**config.mk**
```make
export PLATFORM = sky130hd
export DESIGN_NAME = imh_ram
export DESIGN_NICKNAME = d
export VERILOG_FILES = /design/src/hdl/imh_ram.sv
export SDC_FILE = /design/constraint.sdc
export NUM_CORES = 1
export LEC_CHECK = 0
export BUFFER_PORTS_ARGS = -buffer_cell sky130_fd_sc_hd__buf_2
export CAP_MARGIN = 10
export CORE_AREA = 2 2 96 144
export CTS_BUF_LIST = sky130_fd_sc_hd__clkbuf_4
export DETAILED_ROUTE_END_ITERATION = 12
export DIE_AREA = 0 0 98 146
export GPL_TIMING_DRIVEN = 0
export PLACE_DENSITY = 0.54
export SLEW_MARGIN = 40
export SYNTH_ARGS = -nofsm -noshare
export SYNTH_HDL_FRONTEND = slang
export SYNTH_SLANG_ARGS = --single-unit
```
**constraint.sdc**
```tcl
create_clock -name clk -period 2.4 [get_ports clk]
set_input_delay 0.12 -clock clk [delete_from_list [all_inputs] [get_ports clk]]
set_output_delay 0.12 -clock clk [all_outputs]
set_load 0.01 [all_outputs]
```
**src/hdl/imh_ram.sv**
```systemverilog
module imh_ram #(
  parameter int unsigned WIDTH = 8,
  parameter int unsigned DEPTH = 16
) (
  input  logic                     clk,
  input  logic                     we,
  input  logic [$clog2(DEPTH)-1:0] waddr,
  input  logic [WIDTH-1:0]         wdata,
  input  logic [$clog2(DEPTH)-1:0] raddr,
  output logic [WIDTH-1:0]         rdata
);

  logic [WIDTH-1:0] mem [DEPTH];

  always_ff @(posedge clk) begin
    if (we) begin
      mem[waddr] <= wdata;
    end
    rdata <= mem[raddr];
  end

endmodule

```
# Word level (Yosys, flattened, before mapping)

Memories as Yosys holds them, arrays and structs flattened. A register that Yosys moved wholly into a read port is not among the register bits.
Index checks and enable logic that the tools add are counted.

Add/sub/neg operators: 0
Multipliers: 0
Divide/modulo/power cells: 0
Magnitude comparators: 0
Equality and inequality tests: 0
Shifts and indexed selects: 0
Muxes and demuxes: 2
Bitwise logic cells: 0
Reductions and logical operators: 0

Operators by type and width:

| cell              | count |
|---|---|
| 1-bit two-way mux | 2 |

Bits in registers: 0
Bits in latches: 0
RAM bits: 128
ROM bits: 0
Input bits: 18
Logic and storage cells: 3
Memories kept: 1

Memory list:

| name | depth | bits a word | rd ports | clocked after memory_dff | write ports | line | text |
|---|---|---|---|---|---|---|---|
| mem  | 16    | 8           | 1        | 1                        | 1           | 13   | `logic [WIDTH-1:0] mem [DEPTH];` |

# Logic depth before layout (Yosys ltp)

Depth in word-level cells: 2
Mapped depth: 5

# Least setup slack after synthesis

Ideal clock, no wire load.

Path kind: in2reg
From: input port waddr[2]
To: memory mem[0][0] (enable)
Setup time: 0.383 ns
Data arrival time: 1.230 ns
Required time: 2.017 ns
Path slack: 0.787 ns
Cell stages on the path: 2
Path buffers: 0
Path through: or3b_2 nor3_1

RTL lines:

| what               | line | text |
|---|---|---|
| start: declaration | 7    | `input logic [$clog2(DEPTH)-1:0] waddr,` |
| end: declaration   | 13   |  |

Straight into the memory's write port.

==> results.ini <==
[clocking]
clock_latency_ns = 0.53
cts_root_buffer = clkbuf_4
clock_path_buffers = 2
clock-sinks = 136
cts_tree = built
cts_buffers = 17
path_clk_slew_ns = 0.10
htree_levels = 4

[synthesis]
yosys_register_bits = 136
synth_mux_area_share_pct = 15.0
synth.avg_cell_area_um2 = 22.5
synth-xor-area-share_pct = 0
yosys_warnings = 0
synth_compound_area_share_pct = 2.33
synthAdderAreaFrac_pct = 0
netlist-cell-type-count = 19
syn_nets = 247
synthCells = 229
synth_simple_gate_area_share_pct = 3.18
netlist_area_um2 = 5150
synth_top_family_by_area = multiplexers
ys_seq_area_share_pct = 77.8

[floorplan]
ios = 26
die_h_um = 146
floorplan.initialDensity_pct = 39.7
dieArea_um2 = 14300
die_w_um = 98
fp.coreArea_um2 = 13000
rows = 51

[setup_path]
worstReg2RegStart = mem[0][1]
path_max_fanout = 1
end_kind = flip-flop
crit_arrival_ns = 1.91
cp-start-kind = flip-flop
required_ns = 2.82
critical_path.max_stage_delay_ns = 0.58
rrSetupSlack_ns = 0.90
worstReg2RegEnd = rdata[1]
crit_type = flip-flop to flip-flop
reg2regPathDepth = 3
cp_cell_sequence = mux4_1 > a22oi_1 > nand2_1
slowest_stage = mux4_1

[global_routing]
antenna_found_initial = 1
grt_pass1_wl_um = 15000
grt_max_degree = 17
grt_use_total_pct = 15.1
grt_pass1_vias = 2490
gr-total-overflow = 0

[worst_hold_path]
holdPathStages = 2
min_path_type = input port to flip-flop
hp-start = waddr[0]
hold_end = mem[0][1]

[placement]
port-buffer-count = 24
dp_cells = 412
gp_congestion = 0.741
hpwl_um = 6590

[sta]
max_slew_margin_pct = 44.7
hold_violations = 0
fin_hold_ws_ns = 0.114
slew_violations = 0
fin_tns_setup_ns = 0
fin_crit_sh_pct = 62.4
max_freq_mhz = 668
fin_crit_ns = 1.50
clock_skew_ns = 0.0150
finalSetupViolations = 0
tightest_slew_ns = 0.827
rsz0062_at_grt = false

[detailed_routing]
dr_total_vias = 2412
dr.pass1.iters = 4
avgViaCountPerCell = 5.32
drt_iter0_markers = 246
totalWireLength_um = 10100
ant_nets = 0
drc = 0
routedWlPerCell_um = 22.4

[power]
p_leak_nw = 1.92
total_power_mw = 4.24
p_per_area_nw_per_um2 = 729
irDropWorstVdd_mv = 0.370

[final_layout]
finalNonFillerCells = 453
finalNetCount = 298
mostFrequentLayoutCell = edfxtp_1
area_delta_synth_final_pct = 13.1
drive_gt1_share_pct = 30.4
mostFrequentLayoutCells = 128 x edfxtp_1, 27 x buf_2, 24 x clkbuf_4

[status]
status = finished clean

[flow_run]
drv_cap = 0

-- layer usage --
metal	track usage, %	vias to the layer above	wire [um]	share of wire (%)
li1	-	1081	-	-
met1	17.9	1250	4230	42
met2	25.1	62	5260	52
met3	4.61	19	364	3.6
met4	7.08	0	277	2.7
met5	0	-	0	0
-- area by class of cell --
class | count | area [um^2]
Fill cell | 1147 | 7130
Tap cell | 159 | 199
Timing Repair Buffer | 32 | 200
Buffer | 10 | 86.3
Multi-Input combinational cell | 83 | 1090
Sequential cell | 136 | 4000
Clock inverter | 8 | 58.8
Clock buffer | 24 | 180
Antenna cell | 1 | 2.50
-- synth_stat cells, drive strengths merged --
master | n | area [um^2]
a22oi | 16 | 120
and2 | 1 | 6.26
and2b | 1 | 7.51
buf | 7 | 56.3
clkdlybuf4s25 | 3 | 30.0
dfxtp | 8 | 160
edfxtp | 128 | 3840
mux4 | 32 | 773
nand2 | 9 | 33.8
nand2b | 2 | 12.5
nand3 | 1 | 5.00
nand3b | 2 | 15.0
nor2 | 13 | 48.8
nor2b | 1 | 6.26
nor3 | 4 | 20.0
or3b | 1 | 8.76
-- through the flow --
| step | setup WS (ns) | instance area [um^2] | util (%) |
|---|---|---|---|
| floorplan | 0.787 | 5150 | - |
| global placement | 0.169 | 5470 | 42.2 |
| detailed placement | 0.555 | 5490 | 42.4 |
| CTS | 0.881 | 5810 | 44.8 |
| global route | 0.800 | 5820 | 44.9 |
| finish | 0.903 | 5820 | 44.9 |
-- worst max-delay path by stage --
stage                endpoint      start
global placement    mem[0][1]   waddr[2]
CTS                  rdata[1]  mem[0][1]
global route         rdata[1]  mem[0][1]
detailed placement  mem[2][1]   waddr[2]
finish               rdata[1]  mem[0][1]
floorplan           mem[0][0]   waddr[2]
-- flip-flops by register name, indices dropped and copies added, names as in the netlist --
signal  count
rdata       8
mem       128
-- logic make-up (layout without fill, tap and decap cells) --
logic type,Yosys count,count (layout)
flip-flops,136,136
AO/OA/AOI/OAI,16,16
other,0,1
multiplexers,32,32
AND/OR/NAND/NOR,35,35
buffers and inverters,10,74
-- report_power, final --
group          total (mW)  internal (mW)  switching [mW]  leakage, nW
logic               0.274          0.115           0.159        0.552
clock network        1.31          0.575           0.731        0.140
registers            2.66           2.65          0.0109         1.22
-- worst max-delay path: cells and delay by family, from the launching register on --
kind / cells / cell delay [ns]
mux: 1 / 0.58
simple gates: 1 / 0.09
flops: 1 / 0.38
compound gates: 1 / 0.34
-- repair_timing --
action,in CTS,in global routing
hold buffers,8,0
buffers inserted,0,0
gates resized for setup,0,0
hold endpoints to repair,128,0
(Power assumes the default switching activity.)
